### src/hw/rtl/multitouch_packet_decoder_unit_assert.svh
// assertion macros for the multitouch packet decoder
// expects a clock named i_clk and an active-low reset named i_rst_n in scope
`ifndef MULTITOUCH_PACKET_DECODER_UNIT_ASSERT_SVH
`define MULTITOUCH_PACKET_DECODER_UNIT_ASSERT_SVH

// same-cycle implication, checked outside reset
`define MTPD_ASSERT_NOW(label, ante, cons) \
    label: assert property (@(posedge i_clk) disable iff (!i_rst_n) (ante) |-> (cons)) \
        else $error("mtpd assertion failed");

// next-cycle implication, checked outside reset
`define MTPD_ASSERT_NEXT(label, ante, cons) \
    label: assert property (@(posedge i_clk) disable iff (!i_rst_n) (ante) |=> (cons)) \
        else $error("mtpd assertion failed");

`endif

### src/hw/rtl/mtpd_pkg.sv
// shared types and constants for the multitouch packet decoder
// no dependencies
`timescale 1ns / 1ps

package mtpd_pkg;

    localparam int FINGERS = 5;
    localparam int IDX_W   = 3;

    localparam logic [IDX_W-1:0] FINGERS_ID  = IDX_W'(FINGERS);
    localparam logic [IDX_W-1:0] LAST_FINGER = IDX_W'(FINGERS - 1);

    // sanity check bits
    localparam logic [7:0] B0_SANITY_MASK = 8'h08;
    localparam logic [7:0] B3_SANITY_MASK = 8'h1c;
    localparam logic [7:0] B3_SANITY_VAL  = 8'h10;

    typedef enum logic [1:0] {
        PK_STATUS  = 2'd0,
        PK_HEAD    = 2'd1,
        PK_MOTION  = 2'd2,
        PK_UNKNOWN = 2'd3
    } t_pkt_kind;

    typedef enum logic [1:0] {
        EV_NONE = 2'd0,
        EV_DOWN = 2'd1,
        EV_MOVE = 2'd2,
        EV_UP   = 2'd3
    } t_event;

    typedef logic [IDX_W-1:0]  t_fidx;
    typedef logic [FINGERS-1:0] t_fmask;

endpackage

### src/hw/rtl/multitouch_packet_decoder_unit.sv
// throughput: one packet at a time; the next input beat is taken once the last
// result of the current packet sits in the output register
// reset: synchronous, active low; clears masks, finger table and all handshakes
`timescale 1ns / 1ps

// top level of the multitouch packet decoder
// depends on mtpd_pkg and multitouch_packet_decoder_unit_assert.svh
`include "multitouch_packet_decoder_unit_assert.svh"

module multitouch_packet_decoder_unit (
    input  logic               i_clk,
    input  logic               i_rst_n,
    // packet input channel
    input  logic               i_in_valid,
    output logic               o_in_ready,
    input  logic [7:0]         i_byte_0,
    input  logic [7:0]         i_byte_1,
    input  logic [7:0]         i_byte_2,
    input  logic [7:0]         i_byte_3,
    input  logic [7:0]         i_byte_4,
    input  logic [7:0]         i_byte_5,
    // result output channel
    output logic               o_out_valid,
    input  logic               i_out_ready,
    output logic               o_packet_status,
    output logic [1:0]         o_event_kind,
    output logic [2:0]         o_finger_index,
    output logic signed [15:0] o_pos_x,
    output logic signed [15:0] o_pos_y,
    output logic signed [16:0] o_delta_x,
    output logic signed [16:0] o_delta_y,
    output logic               o_last_of_run
);

    // sequencer: one beat is decoded state by state; a single 18-bit adder with
    // saturation serves both head (old minus new) and motion (old plus delta) updates,
    // x in one cycle and y in the next. status packets walk the fingers one per cycle
    // unless a release waits for the output slot, clearing new touches' deltas, emitting releases.
    typedef enum logic [3:0] {
        S_IDLE,
        S_DECODE,
        S_SCAN,
        S_HEAD_X,
        S_HEAD_Y,
        S_MOT_X,
        S_MOT_Y,
        S_EMIT,
        S_EMPTY
    } t_state;

    t_state r_state;

    // latched packet bytes
    logic [7:0] r_b0, r_b1, r_b2, r_b3, r_b4, r_b5;

    // touch masks
    mtpd_pkg::t_fmask r_mask;
    mtpd_pkg::t_fmask r_prev_mask;

    // finger table, one entry touched per cycle at r_idx
    logic signed [15:0] r_fx [mtpd_pkg::FINGERS];
    logic signed [15:0] r_fy [mtpd_pkg::FINGERS];
    logic signed [16:0] r_fdx [mtpd_pkg::FINGERS];
    logic signed [16:0] r_fdy [mtpd_pkg::FINGERS];

    mtpd_pkg::t_fidx   r_idx;        // finger being worked on
    logic              r_second;     // motion: working on the second finger
    logic              r_down;       // head: this is a touch-down
    logic              r_empty_bad;  // status bit of an event-free result
    mtpd_pkg::t_event  r_ev;

    // output register
    logic               r_out_valid;
    logic               r_status;
    mtpd_pkg::t_event   r_kind;
    mtpd_pkg::t_fidx    r_fidx_out;
    logic signed [15:0] r_px, r_py;
    logic signed [16:0] r_dx, r_dy;
    logic               r_last;

    // decode of the latched packet
    logic [2:0]        id_head;
    logic [2:0]        id_second;
    logic              pkt_bad;
    logic              id_first_ok;
    logic              id_second_ok;
    mtpd_pkg::t_pkt_kind pkt_kind;

    assign pkt_kind     = mtpd_pkg::t_pkt_kind'(r_b3[1:0]);
    assign id_head      = r_b0[7:5];
    assign id_second    = r_b3[7:5];
    assign pkt_bad      = ((r_b0 & mtpd_pkg::B0_SANITY_MASK) != 8'h00)
                       || ((r_b3 & mtpd_pkg::B3_SANITY_MASK) != mtpd_pkg::B3_SANITY_VAL)
                       || (pkt_kind == mtpd_pkg::PK_UNKNOWN);
    assign id_second_ok = (id_second != 3'd0) && (id_second <= mtpd_pkg::FINGERS_ID);
    // head carries its id in byte 3, motion its first id in byte 0
    assign id_first_ok  = (pkt_kind == mtpd_pkg::PK_HEAD) ? id_second_ok
                        : ((id_head != 3'd0) && (id_head <= mtpd_pkg::FINGERS_ID));

    // edges of the touch mask
    mtpd_pkg::t_fmask rising;
    mtpd_pkg::t_fmask falling;
    mtpd_pkg::t_fmask above;
    logic             more_falling;

    assign rising  = r_mask & ~r_prev_mask;
    assign falling = r_prev_mask & ~r_mask;

    always_comb begin
        for (int j = 0; j < mtpd_pkg::FINGERS; j++) begin
            above[j] = (mtpd_pkg::t_fidx'(j) > r_idx);
        end
    end

    assign more_falling = |(falling & above);

    // shared coordinate unit
    logic               is_y;
    logic               is_head;
    logic [11:0]        abs_new;
    logic [7:0]         rel_byte;
    logic signed [16:0] rel_one;
    logic signed [16:0] rel_w;
    logic signed [15:0] coord_old;
    logic signed [16:0] n_opb;
    logic signed [17:0] n_sum;
    logic signed [15:0] n_sat;

    assign is_y      = (r_state == S_HEAD_Y) || (r_state == S_MOT_Y);
    assign is_head   = (r_state == S_HEAD_X) || (r_state == S_HEAD_Y);
    assign abs_new   = is_y ? {r_b4[3:0], r_b5} : {r_b1[3:0], r_b2};
    assign rel_byte  = is_y ? (r_second ? r_b5 : r_b2) : (r_second ? r_b4 : r_b1);
    assign rel_one   = {{9{rel_byte[7]}}, rel_byte};
    // weight bit scales the delta by five
    assign rel_w     = r_b0[4] ? ((rel_one <<< 2) + rel_one) : rel_one;
    assign coord_old = is_y ? r_fy[r_idx] : r_fx[r_idx];
    assign n_opb     = is_head ? -$signed({5'b0, abs_new}) : rel_w;
    assign n_sum     = 18'(coord_old) + 18'(n_opb);

    always_comb begin
        if (n_sum > 18'sd32767) begin
            n_sat = 16'sh7fff;
        end else if (n_sum < -18'sd32768) begin
            n_sat = -16'sh8000;
        end else begin
            n_sat = n_sum[15:0];
        end
    end

    logic slot_free;
    logic out_load;
    assign slot_free = !r_out_valid || i_out_ready;
    // a result beat is loaded into the output register this cycle
    assign out_load  = slot_free && (((r_state == S_SCAN) && falling[r_idx])
                                  || (r_state == S_EMIT) || (r_state == S_EMPTY));

    always_ff @(posedge i_clk) begin
        if (!i_rst_n) begin
            r_state     <= S_IDLE;
            r_mask      <= '0;
            r_prev_mask <= '0;
            r_out_valid <= 1'b0;
            r_idx       <= '0;
            r_second    <= 1'b0;
            r_down      <= 1'b0;
            r_empty_bad <= 1'b0;
            r_ev        <= mtpd_pkg::EV_NONE;
            for (int k = 0; k < mtpd_pkg::FINGERS; k++) begin
                r_fx[k]  <= '0;
                r_fy[k]  <= '0;
                r_fdx[k] <= '0;
                r_fdy[k] <= '0;
            end
        end else begin
            // new result beat, or the current one taken by the sink
            if (out_load) begin
                r_out_valid <= 1'b1;
            end else if (r_out_valid && i_out_ready) begin
                r_out_valid <= 1'b0;
            end

            case (r_state)
                S_IDLE: begin
                    if (i_in_valid) begin
                        r_b0    <= i_byte_0;
                        r_b1    <= i_byte_1;
                        r_b2    <= i_byte_2;
                        r_b3    <= i_byte_3;
                        r_b4    <= i_byte_4;
                        r_b5    <= i_byte_5;
                        r_state <= S_DECODE;
                    end
                end

                S_DECODE: begin
                    r_second    <= 1'b0;
                    r_empty_bad <= pkt_bad;
                    if (pkt_bad) begin
                        r_state     <= S_EMPTY;
                    end else if (pkt_kind == mtpd_pkg::PK_STATUS) begin
                        r_prev_mask <= r_mask;
                        r_mask      <= r_b1[mtpd_pkg::FINGERS-1:0];
                        r_idx       <= '0;
                        r_state     <= S_SCAN;
                    end else if (!id_first_ok) begin
                        r_state <= S_EMPTY;
                    end else if (pkt_kind == mtpd_pkg::PK_HEAD) begin
                        r_idx   <= id_second - 3'd1;
                        r_state <= S_HEAD_X;
                    end else begin
                        r_idx   <= id_head - 3'd1;
                        r_state <= S_MOT_X;
                    end
                end

                S_SCAN: begin
                    // a release needs the output slot; a new touch only clears
                    if (!falling[r_idx] || slot_free) begin
                        if (rising[r_idx]) begin
                            r_fdx[r_idx] <= '0;
                            r_fdy[r_idx] <= '0;
                        end
                        if (falling[r_idx]) begin
                            r_status    <= 1'b0;
                            r_kind      <= mtpd_pkg::EV_UP;
                            r_fidx_out  <= r_idx;
                            r_px        <= r_fx[r_idx];
                            r_py        <= r_fy[r_idx];
                            r_dx        <= r_fdx[r_idx];
                            r_dy        <= r_fdy[r_idx];
                            r_last      <= !more_falling;
                        end
                        if (r_idx == mtpd_pkg::LAST_FINGER) begin
                            r_state <= (falling == '0) ? S_EMPTY : S_IDLE;
                        end else begin
                            r_idx <= r_idx + 3'd1;
                        end
                    end
                end

                S_HEAD_X: begin
                    r_down <= (r_mask[r_idx] != r_prev_mask[r_idx]);
                    r_fx[r_idx] <= $signed({4'b0, abs_new});
                    r_fdx[r_idx] <= (r_mask[r_idx] != r_prev_mask[r_idx])
                                  ? 17'sd0 : n_sum[16:0];
                    r_state <= S_HEAD_Y;
                end

                S_HEAD_Y: begin
                    r_fy[r_idx]  <= $signed({4'b0, abs_new});
                    r_fdy[r_idx] <= r_down ? 17'sd0 : n_sum[16:0];
                    if (r_down) begin
                        r_prev_mask[r_idx] <= 1'b1;
                        r_ev <= mtpd_pkg::EV_DOWN;
                    end else begin
                        r_ev <= mtpd_pkg::EV_MOVE;
                    end
                    r_state <= S_EMIT;
                end

                S_MOT_X: begin
                    r_fx[r_idx]  <= n_sat;
                    r_fdx[r_idx] <= rel_w;
                    r_state      <= S_MOT_Y;
                end

                S_MOT_Y: begin
                    r_fy[r_idx]  <= n_sat;
                    r_fdy[r_idx] <= rel_w;
                    r_ev         <= mtpd_pkg::EV_MOVE;
                    r_state      <= S_EMIT;
                end

                S_EMIT: begin
                    if (slot_free) begin
                        r_status    <= 1'b0;
                        r_kind      <= r_ev;
                        r_fidx_out  <= r_idx;
                        r_px        <= r_fx[r_idx];
                        r_py        <= r_fy[r_idx];
                        r_dx        <= r_fdx[r_idx];
                        r_dy        <= r_fdy[r_idx];
                        // motion with a valid second id goes round once more
                        if (pkt_kind == mtpd_pkg::PK_MOTION && id_second_ok && !r_second) begin
                            r_last   <= 1'b0;
                            r_second <= 1'b1;
                            r_idx    <= id_second - 3'd1;
                            r_state  <= S_MOT_X;
                        end else begin
                            r_last  <= 1'b1;
                            r_state <= S_IDLE;
                        end
                    end
                end

                S_EMPTY: begin
                    if (slot_free) begin
                        r_status    <= r_empty_bad;
                        r_kind      <= mtpd_pkg::EV_NONE;
                        r_fidx_out  <= '0;
                        r_px        <= '0;
                        r_py        <= '0;
                        r_dx        <= '0;
                        r_dy        <= '0;
                        r_last      <= 1'b1;
                        r_state     <= S_IDLE;
                    end
                end

                default: begin
                    r_state <= S_IDLE;
                end
            endcase
        end
    end

    assign o_in_ready      = (r_state == S_IDLE);
    assign o_out_valid     = r_out_valid;
    assign o_packet_status = r_status;
    assign o_event_kind    = r_kind;
    assign o_finger_index  = r_fidx_out;
    assign o_pos_x         = r_px;
    assign o_pos_y         = r_py;
    assign o_delta_x       = r_dx;
    assign o_delta_y       = r_dy;
    assign o_last_of_run   = r_last;

    // an accepted packet is decoded next, with the input side closed
    `MTPD_ASSERT_NEXT(a_accept_decode, i_in_valid && o_in_ready, (r_state == S_DECODE) && !o_in_ready)
    // the previous mask only moves on decode of a status packet or a head touch-down
    `MTPD_ASSERT_NEXT(a_scan_prev_stable, r_state == S_SCAN, $stable(r_prev_mask))
    // a bad packet never carries an event
    `MTPD_ASSERT_NOW(a_bad_no_event, o_out_valid && o_packet_status, (o_event_kind == mtpd_pkg::EV_NONE) && o_last_of_run)
    // an event-free result closes its run with zero x position and zero y delta
    `MTPD_ASSERT_NOW(a_empty_zero, o_out_valid && (o_event_kind == mtpd_pkg::EV_NONE), o_last_of_run && (o_pos_x == 16'sd0) && (o_delta_y == 17'sd0))

endmodule
### config.mk
export PLATFORM = sky130hd
export DESIGN_NAME = multitouch_packet_decoder_unit
export DESIGN_NICKNAME = d
export VERILOG_FILES = /design/src/hw/rtl/mtpd_pkg.sv /design/src/hw/rtl/multitouch_packet_decoder_unit.sv
export VERILOG_INCLUDE_DIRS = /design/src /design/src/hw/rtl
export SDC_FILE = /design/constraint.sdc
export NUM_CORES = 1
export LEC_CHECK = 0
export BUFFER_PORTS_ARGS = -buffer_cell sky130_fd_sc_hd__buf_2
export CAP_MARGIN = 30
export CELL_PAD_IN_SITES_DETAIL_PLACEMENT = 1
export CELL_PAD_IN_SITES_GLOBAL_PLACEMENT = 2
export CORE_UTILIZATION = 45
export CTS_BUF_LIST = sky130_fd_sc_hd__clkbuf_8 sky130_fd_sc_hd__clkbuf_16
export DETAILED_ROUTE_END_ITERATION = 12
export PLACE_DENSITY = 0.81
export SLEW_MARGIN = 25
export SYNTH_ARGS = -nofsm -noshare
export SYNTH_HDL_FRONTEND = slang
export SYNTH_SLANG_ARGS = --single-unit
### constraint.sdc
create_clock -name i_clk -period 6.8 [get_ports i_clk]
set_clock_uncertainty 0.05 [all_clocks]
set_input_delay 1.02 -clock i_clk [delete_from_list [all_inputs] [get_ports i_clk]]
set_output_delay 1.02 -clock i_clk [all_outputs]
set_load 0.01 [all_outputs]
==> metrics.txt, run 1 <==
Final Hold Vio Count 0; max-cap violations 0; commonest non-fill, non-tap cell in the layout edfxtp_1; WL/cell 27.18 µm; diodes inserted 0; total track usage 26.74%; relative slew slack 32.77%; First DRT Iteration DRCs 1464; CP Cell Sequence or3b_2 > mux4_2 > ha_1 > a21o_1 > a31oi_1 > xnor2_1 > a21boi_0 > o21ai_0 > ha_1 > a21o_1 > or2_2 > o211ai_1 > and2_1 > buf_4 > nor2_1 > o311a_1 > o41ai_2 > buf_4 > nor2_1; R2R setup slack 0.41 ns; vias per inst 5.938; layout cells sized above 1 21.94%; Period minus WS final 6.391 ns; Leakage 12.61 nW; busiest grt layer met2; syn_area_per_cell 13.94 µm²; die width 265.4 µm; CP max stage delay 0.69 ns; routed vias 20280; design area 0.03586 mm²; FF-to-FF End r_fy[0][3]; Clock Latency Late Sink 0.63 ns; most frequent cells in the layout edfxtp_1, nor2_1, mux4_2, nand2_1, buf_2; R2R Path Start r_state[2]; critical path peak fanout 13; Final Cycle Share 93.98%; cell area after synthesis 0.03123 mm²; warnings from Yosys 0; syn nets 2328; pwr dens 460.4 mW/mm²; Worst setup SP type flip-flop; Die Ht 265.4 µm; Slowest-stage cell, CP or3b_2; M3 GR Usage 4.064%; Seq cells post-synth 672; first-pass GRT wire length 138.4 mm; Post-Place Cell Area 0.03356 mm²; CTS Hold Bufs 0; gate count after technology mapping 2241; Starting Density 45.54%; hold path cells 2; fin nets 2515; sequential share of the synthesized area 63.78%; cts bufs inserted 73; initial antenna violation count 0; Slew Viols, Final 0; vias in the first global route 21740; clk root buf clkbuf_16; Worst Path Arrival 6.67 ns; clock sink total 672; CTS tree built; Ports 127; Slew @ Worst Pin 1.003 ns; maximum vdd drop 0.0002808 V; setup TNS 0 ns; Worst Hold End r_ev[0]; final setup fails 0; drt drc 0; WL final 92.84 mm; H-tree levels 3; met1 usage 34.20%; asr flop ratio synth 0%; Site Rows 96; RSZ-0062 raised after global routing no; status finished, final reports clean; Die Footprint 0.07046 mm²; Synth cell types 74; worst endpoint required time 7.08 ns; CTS max path bufs 3; synthesis-to-finish area growth 14.83%; Initial DRT Pass Iterations 5; Reg2Reg Depth 19; met2 usage 45.62%; pin count of the biggest net entering global routing 69; CTS-repair resized insts 0; Reg clk slew, reported paths 0.06 ns; Port Buffers 123; HP Class flip-flop to flip-flop; hold wc startpoint r_ev[0]; grt total ovfl 0; RePlAce Congestion 0.9254; Top FF cell, synth edfxtp_1; postcts setup bufs 0; DP Wirelength 62.68 mm; Worst setup EP type flip-flop; critical path class flip-flop to flip-flop; Peak Freq 156.5 MHz; Antenna Violating Nets Remaining 0; count of flip-flops with a built-in enable after synthesis 646; core footprint 0.06859 mm²
metrics by stage:
step	utilization (%)	std cells	total power [mW]	hold slack (ns)	setup slack, ns
after CTS	52.21	3412	16.45	0.4727	0.3837
after global routing	52.29	3415	17.22	0.4962	0.04659
after floorplan	-	2241	9.733	0.4193	1.180
after detailed placement	48.93	3281	12.67	0.4604	0.4329
final	52.29	3415	16.51	0.4735	0.4092
after global placement	48.85	3277	12.46	0.4441	0.5570
cell families after synthesis:
| logic type | after synthesis | share of synthesized area [%] |
|---|---|---|
| flip-flops | 672 | 63.78 |
| AND/OR/NAND/NOR | 672 | 9.262 |
| adder cells (fa/ha/maj) | 35 | 1.450 |
| multiplexers | 253 | 13.89 |
| buffers and inverters | 220 | 2.720 |
| XOR/XNOR | 37 | 1.038 |
| AO/OA/AOI/OAI | 352 | 7.864 |
layer usage:
metal  part of all wire (%)  vias to the layer above
met2                     50                      592
met3                    4.5                      176
li1                       -                     8970
met4                    4.1                        0
met1                     41                    10540
met5                      0                        -
power breakdown:
part | internal (mW) | total [mW] | switching [mW]
registers | 4.96 | 5.15 | 0.197
clock network | 2.11 | 3.74 | 1.63
logic | 2.50 | 7.61 | 5.11
final cells by class:
class | instances | area (µm²)
multi-input cells | 1349 | 10560
fillers | 6755 | 32720
clock inverters | 56 | 387.9
clock buffers | 75 | 1866
inverters | 76 | 285.3
well taps | 931 | 1165
flip-flops and latches | 672 | 19930
repair buffers | 256 | 1672
state kept, by name, summed over array words and instances, names as in the netlist, 16 cells and up, named ones only:
name and cells:
o_delta_x 17, r_fx 128, o_pos_x 16, r_fdx 136
o_delta_y 17, o_pos_y 16, r_fy 128, r_fdy 136
worst max path at each step:
stage,from,endpoint,slack (ns),cells past startpoint
floorplan,r_state[3],r_fy[5][3],1.18,23
global placement,r_state[2],r_fy[0][3],0.56,19
detailed placement,r_state[2],r_fy[6][4],0.43,18
CTS,r_state[2],r_fy[7][4],0.38,18
global route,r_state[2],r_fx[0][11],0.05,20
finish,r_state[2],r_fy[0][3],0.41,19
worst max-delay path: cells and delay by family (launching register included):
family                     cells  cell delay [ns]
muxes                          1             0.55
adders and majority gates      2             0.78
AOI/OAI and AO/OA              8             2.10
buffers and inverters          2             0.46
DFF                            1             0.48
and+or+nand+nor                5             1.45
xor gates and xnor gates       1             0.23
Yosys cell counts, drive strengths merged (6+ instances only):
| cell type | instances | share of area (%) |
|---|---|---|
| xnor2 | 27 | 0.76 |
| o211ai | 30 | 0.74 |
| ha | 33 | 1.3 |
| nor3b | 7 | 0.17 |
| o21ai | 60 | 0.99 |
| nor2b | 15 | 0.30 |
| a21boi | 7 | 0.17 |
| a31oi | 14 | 0.28 |
| nor2 | 367 | 4.4 |
| a21o | 10 | 0.24 |
| a211oi | 17 | 0.44 |
| a21oi | 83 | 1.3 |
| o22ai | 12 | 0.24 |
| mux2i | 108 | 3.5 |
| o21a | 7 | 0.17 |
| o22a | 6 | 0.17 |
| dfxtp | 26 | 1.7 |
| nand2 | 140 | 1.7 |
| o221ai | 48 | 1.3 |
| mux4 | 143 | 10 |
| and2 | 12 | 0.24 |
| nor4 | 12 | 0.24 |
| buf | 39 | 0.54 |
| clkbuf | 105 | 1.3 |
| xor2 | 10 | 0.28 |
| edfxtp | 646 | 62 |
| nor3 | 48 | 0.79 |
| nand3 | 23 | 0.37 |
| inv | 76 | 0.91 |
| and3 | 7 | 0.14 |
| nand2b | 17 | 0.34 |
| a22oi | 11 | 0.26 |
No activity file was read; power rests on OpenSTA's default activity.
==> inputs of run 2 (changes only) <==
--- a/config.mk
+++ b/config.mk
@@ -11,7 +11,6 @@
 export CELL_PAD_IN_SITES_DETAIL_PLACEMENT = 1
 export CELL_PAD_IN_SITES_GLOBAL_PLACEMENT = 2
 export CORE_UTILIZATION = 45
-export CTS_BUF_LIST = sky130_fd_sc_hd__clkbuf_8 sky130_fd_sc_hd__clkbuf_16
 export DETAILED_ROUTE_END_ITERATION = 12
 export PLACE_DENSITY = 0.81
 export SLEW_MARGIN = 25
==> metrics.txt, run 2 (synthesized netlist as in run 1, its figures left out) <==
H-tree levels 3 (unchanged); layout cells sized above 1 21.94% (unchanged); relative slew slack 34.09% (+1.3 points); Crit. Startpoint r_state[0]; postcts setup bufs 0 (unchanged); Power, Total 16.51 mW (about the same); Site Rows 96 (unchanged); max-cap violations 0 (unchanged); core footprint 0.06859 mm² (unchanged); RePlAce Congestion 0.9254 (unchanged); vias per inst 5.934 (about the same); WL final 92.75 mm (about the same); Leakage 12.55 nW (-0.49%); CTS Hold Bufs 0 (unchanged); most frequent cells in the layout edfxtp_1, nor2_1, mux4_2, nand2_1, buf_2; Peak Freq 156.7 MHz (+0.12%); CTS tree built; biggest regs r_fdx x136, r_fdy x136; Clock Power Share 22.8% (about the same); final setup fails 0 (unchanged); Starting Density 45.54% (unchanged); HP Class flip-flop to flip-flop; First DRT Iteration DRCs 1503 (+2.7%); critical path class flip-flop to flip-flop; CTS max path bufs 3 (unchanged); Die Ht 265.4 µm (unchanged); Non-Filler Instances 3415 (unchanged); diodes inserted 0 (unchanged); Ports 127 (unchanged); WL/cell 27.16 µm (about the same); grt total ovfl 0 (unchanged); Worst Path Arrival 6.67 ns (about the same); Port Buffers 123 (unchanged); pin count of the biggest net entering global routing 69 (unchanged); Initial DRT Pass Iterations 5 (unchanged); Seq pwr share 31.2% (about the same); critical path peak fanout 13 (unchanged); P_int 9.595 mW (+0.24%); design area 0.03586 mm² (unchanged); commonest non-fill, non-tap cell in the layout edfxtp_1; pwr dens 460.5 mW/mm² (about the same); Worst setup EP type flip-flop; first-pass GRT wire length 138.4 mm (about the same); drt drc 0 (unchanged); Period minus WS final 6.383 ns (-0.007597 ns); RSZ-0062 raised after global routing no; initial antenna violation count 0 (unchanged); Final Cycle Share 93.87% (-0.11 points); clock sink total 672 (unchanged); placed cells 3281 (unchanged); synthesis-to-finish area growth 14.83% (unchanged); Slew Viols, Final 0 (unchanged); Antenna Violating Nets Remaining 0 (unchanged); maximum vdd drop 0.0002856 V (+1.7%); DP Wirelength 62.68 mm (unchanged); Clock Latency Late Sink 0.63 ns (about the same); Combinational Power Share 46.0% (about the same); final core occ 52.29% (unchanged); setup TNS 0 ns (unchanged); Reg clk slew, reported paths 0.06 ns (about the same); Worst setup SP type flip-flop; hold wc startpoint r_ev[0]; routed vias 20270 (-0.069%); Slew @ Worst Pin 0.9887 ns (-0.01428 ns); R2R Path Start r_state[0]; Net Sw Frac 41.89% (-0.13 points); Final Hold Vio Count 0 (unchanged); Net Sw Power 6.918 mW (-0.29%); fin nets 2515 (unchanged); status finished, final reports clean; worst endpoint required time 7.08 ns (about the same); vias in the first global route 21740 (+0.0046%); die width 265.4 µm (unchanged); Post-Place Cell Area 0.03356 mm² (unchanged); total track usage 26.73% (about the same); clk root buf clkbuf_16; cts bufs inserted 73 (unchanged); Die Footprint 0.07046 mm² (unchanged)
==> run 2: cell types whose count changed in the layout (fill, tap and decap cells not counted) <==
| cell | delta |
|---|---|
| clkbuf_1 | +15 |
| inv_1 | -15 |
==> run 2: critical path, stage by stage, from the launching register on <==
cell      delay (ns)
dfxtp_1         0.43
or3b_2          0.73
mux4_2          0.55
ha_1            0.43
a21o_1          0.21
a31oi_1         0.22
xnor2_1         0.23
a21boi_0        0.13
o21ai_0         0.25
ha_1            0.35
a21o_1          0.23
or2_2           0.33
o211ai_1        0.20
and2_1          0.32
buf_4           0.23
nor2_1          0.05
o311a_1         0.32
o41ai_2         0.54
buf_4           0.24
nor2_1          0.06
==> run 2: area by class of cell <==
type / instances / area, µm²
Multi-Input combinational cell: 1349 / 10560
Tap cell: 931 / 1165
Sequential cell: 672 / 19930
Clock buffer: 90 / 1922
Clock inverter: 41 / 331.6
Inverter: 76 / 285.3
Timing Repair Buffer: 256 / 1672
Fill cell: 6755 / 32720
==> run 2: power by group through the flow <==
stage	logic (mW)	clock network, mW	registers (mW)
after floorplan	4.59	0	5.14
after global placement	7.24	0	5.22
after detailed placement	7.42	0	5.24
after CTS	7.47	3.84	5.16
after global routing	8.08	3.97	5.18
final	7.59	3.77	5.15
==> run 2: stage by stage <==
step / setup WS (ns) / hold WS, ns
after floorplan: 1.180 / 0.4193
after global placement: 0.5570 / 0.4441
after detailed placement: 0.4329 / 0.4604
after CTS: 0.3837 / 0.4727
after global routing: 0.04659 / 0.4962
final: 0.4168 / 0.4735
==> run 2: path summary, 6_finish.rpt <==
| check | to | slack [ns] | cells past startpoint |
|---|---|---|---|
| min reg2reg | r_ev[0] | 0.47 | 2 |
| max | r_fy[0][3] | 0.42 | 19 |
| max reg2reg | r_fy[0][3] | 0.42 | 19 |
| min | r_ev[0] | 0.47 | 2 |
==> run 2: what timing repair did <==
action	CTS	global route
endpoints found under the hold margin	0	0
endpoints found under the setup margin	0	17
gates resized for setup	0	4
==> run 2: layer usage <==
layer	global-route usage (%)	up-vias	wire, µm
li1	-	8968	-
met1	34.18	10450	37680
met2	45.63	669	46450
met3	4.064	176	4705
met4	10.89	0	3910
met5	0	-	0
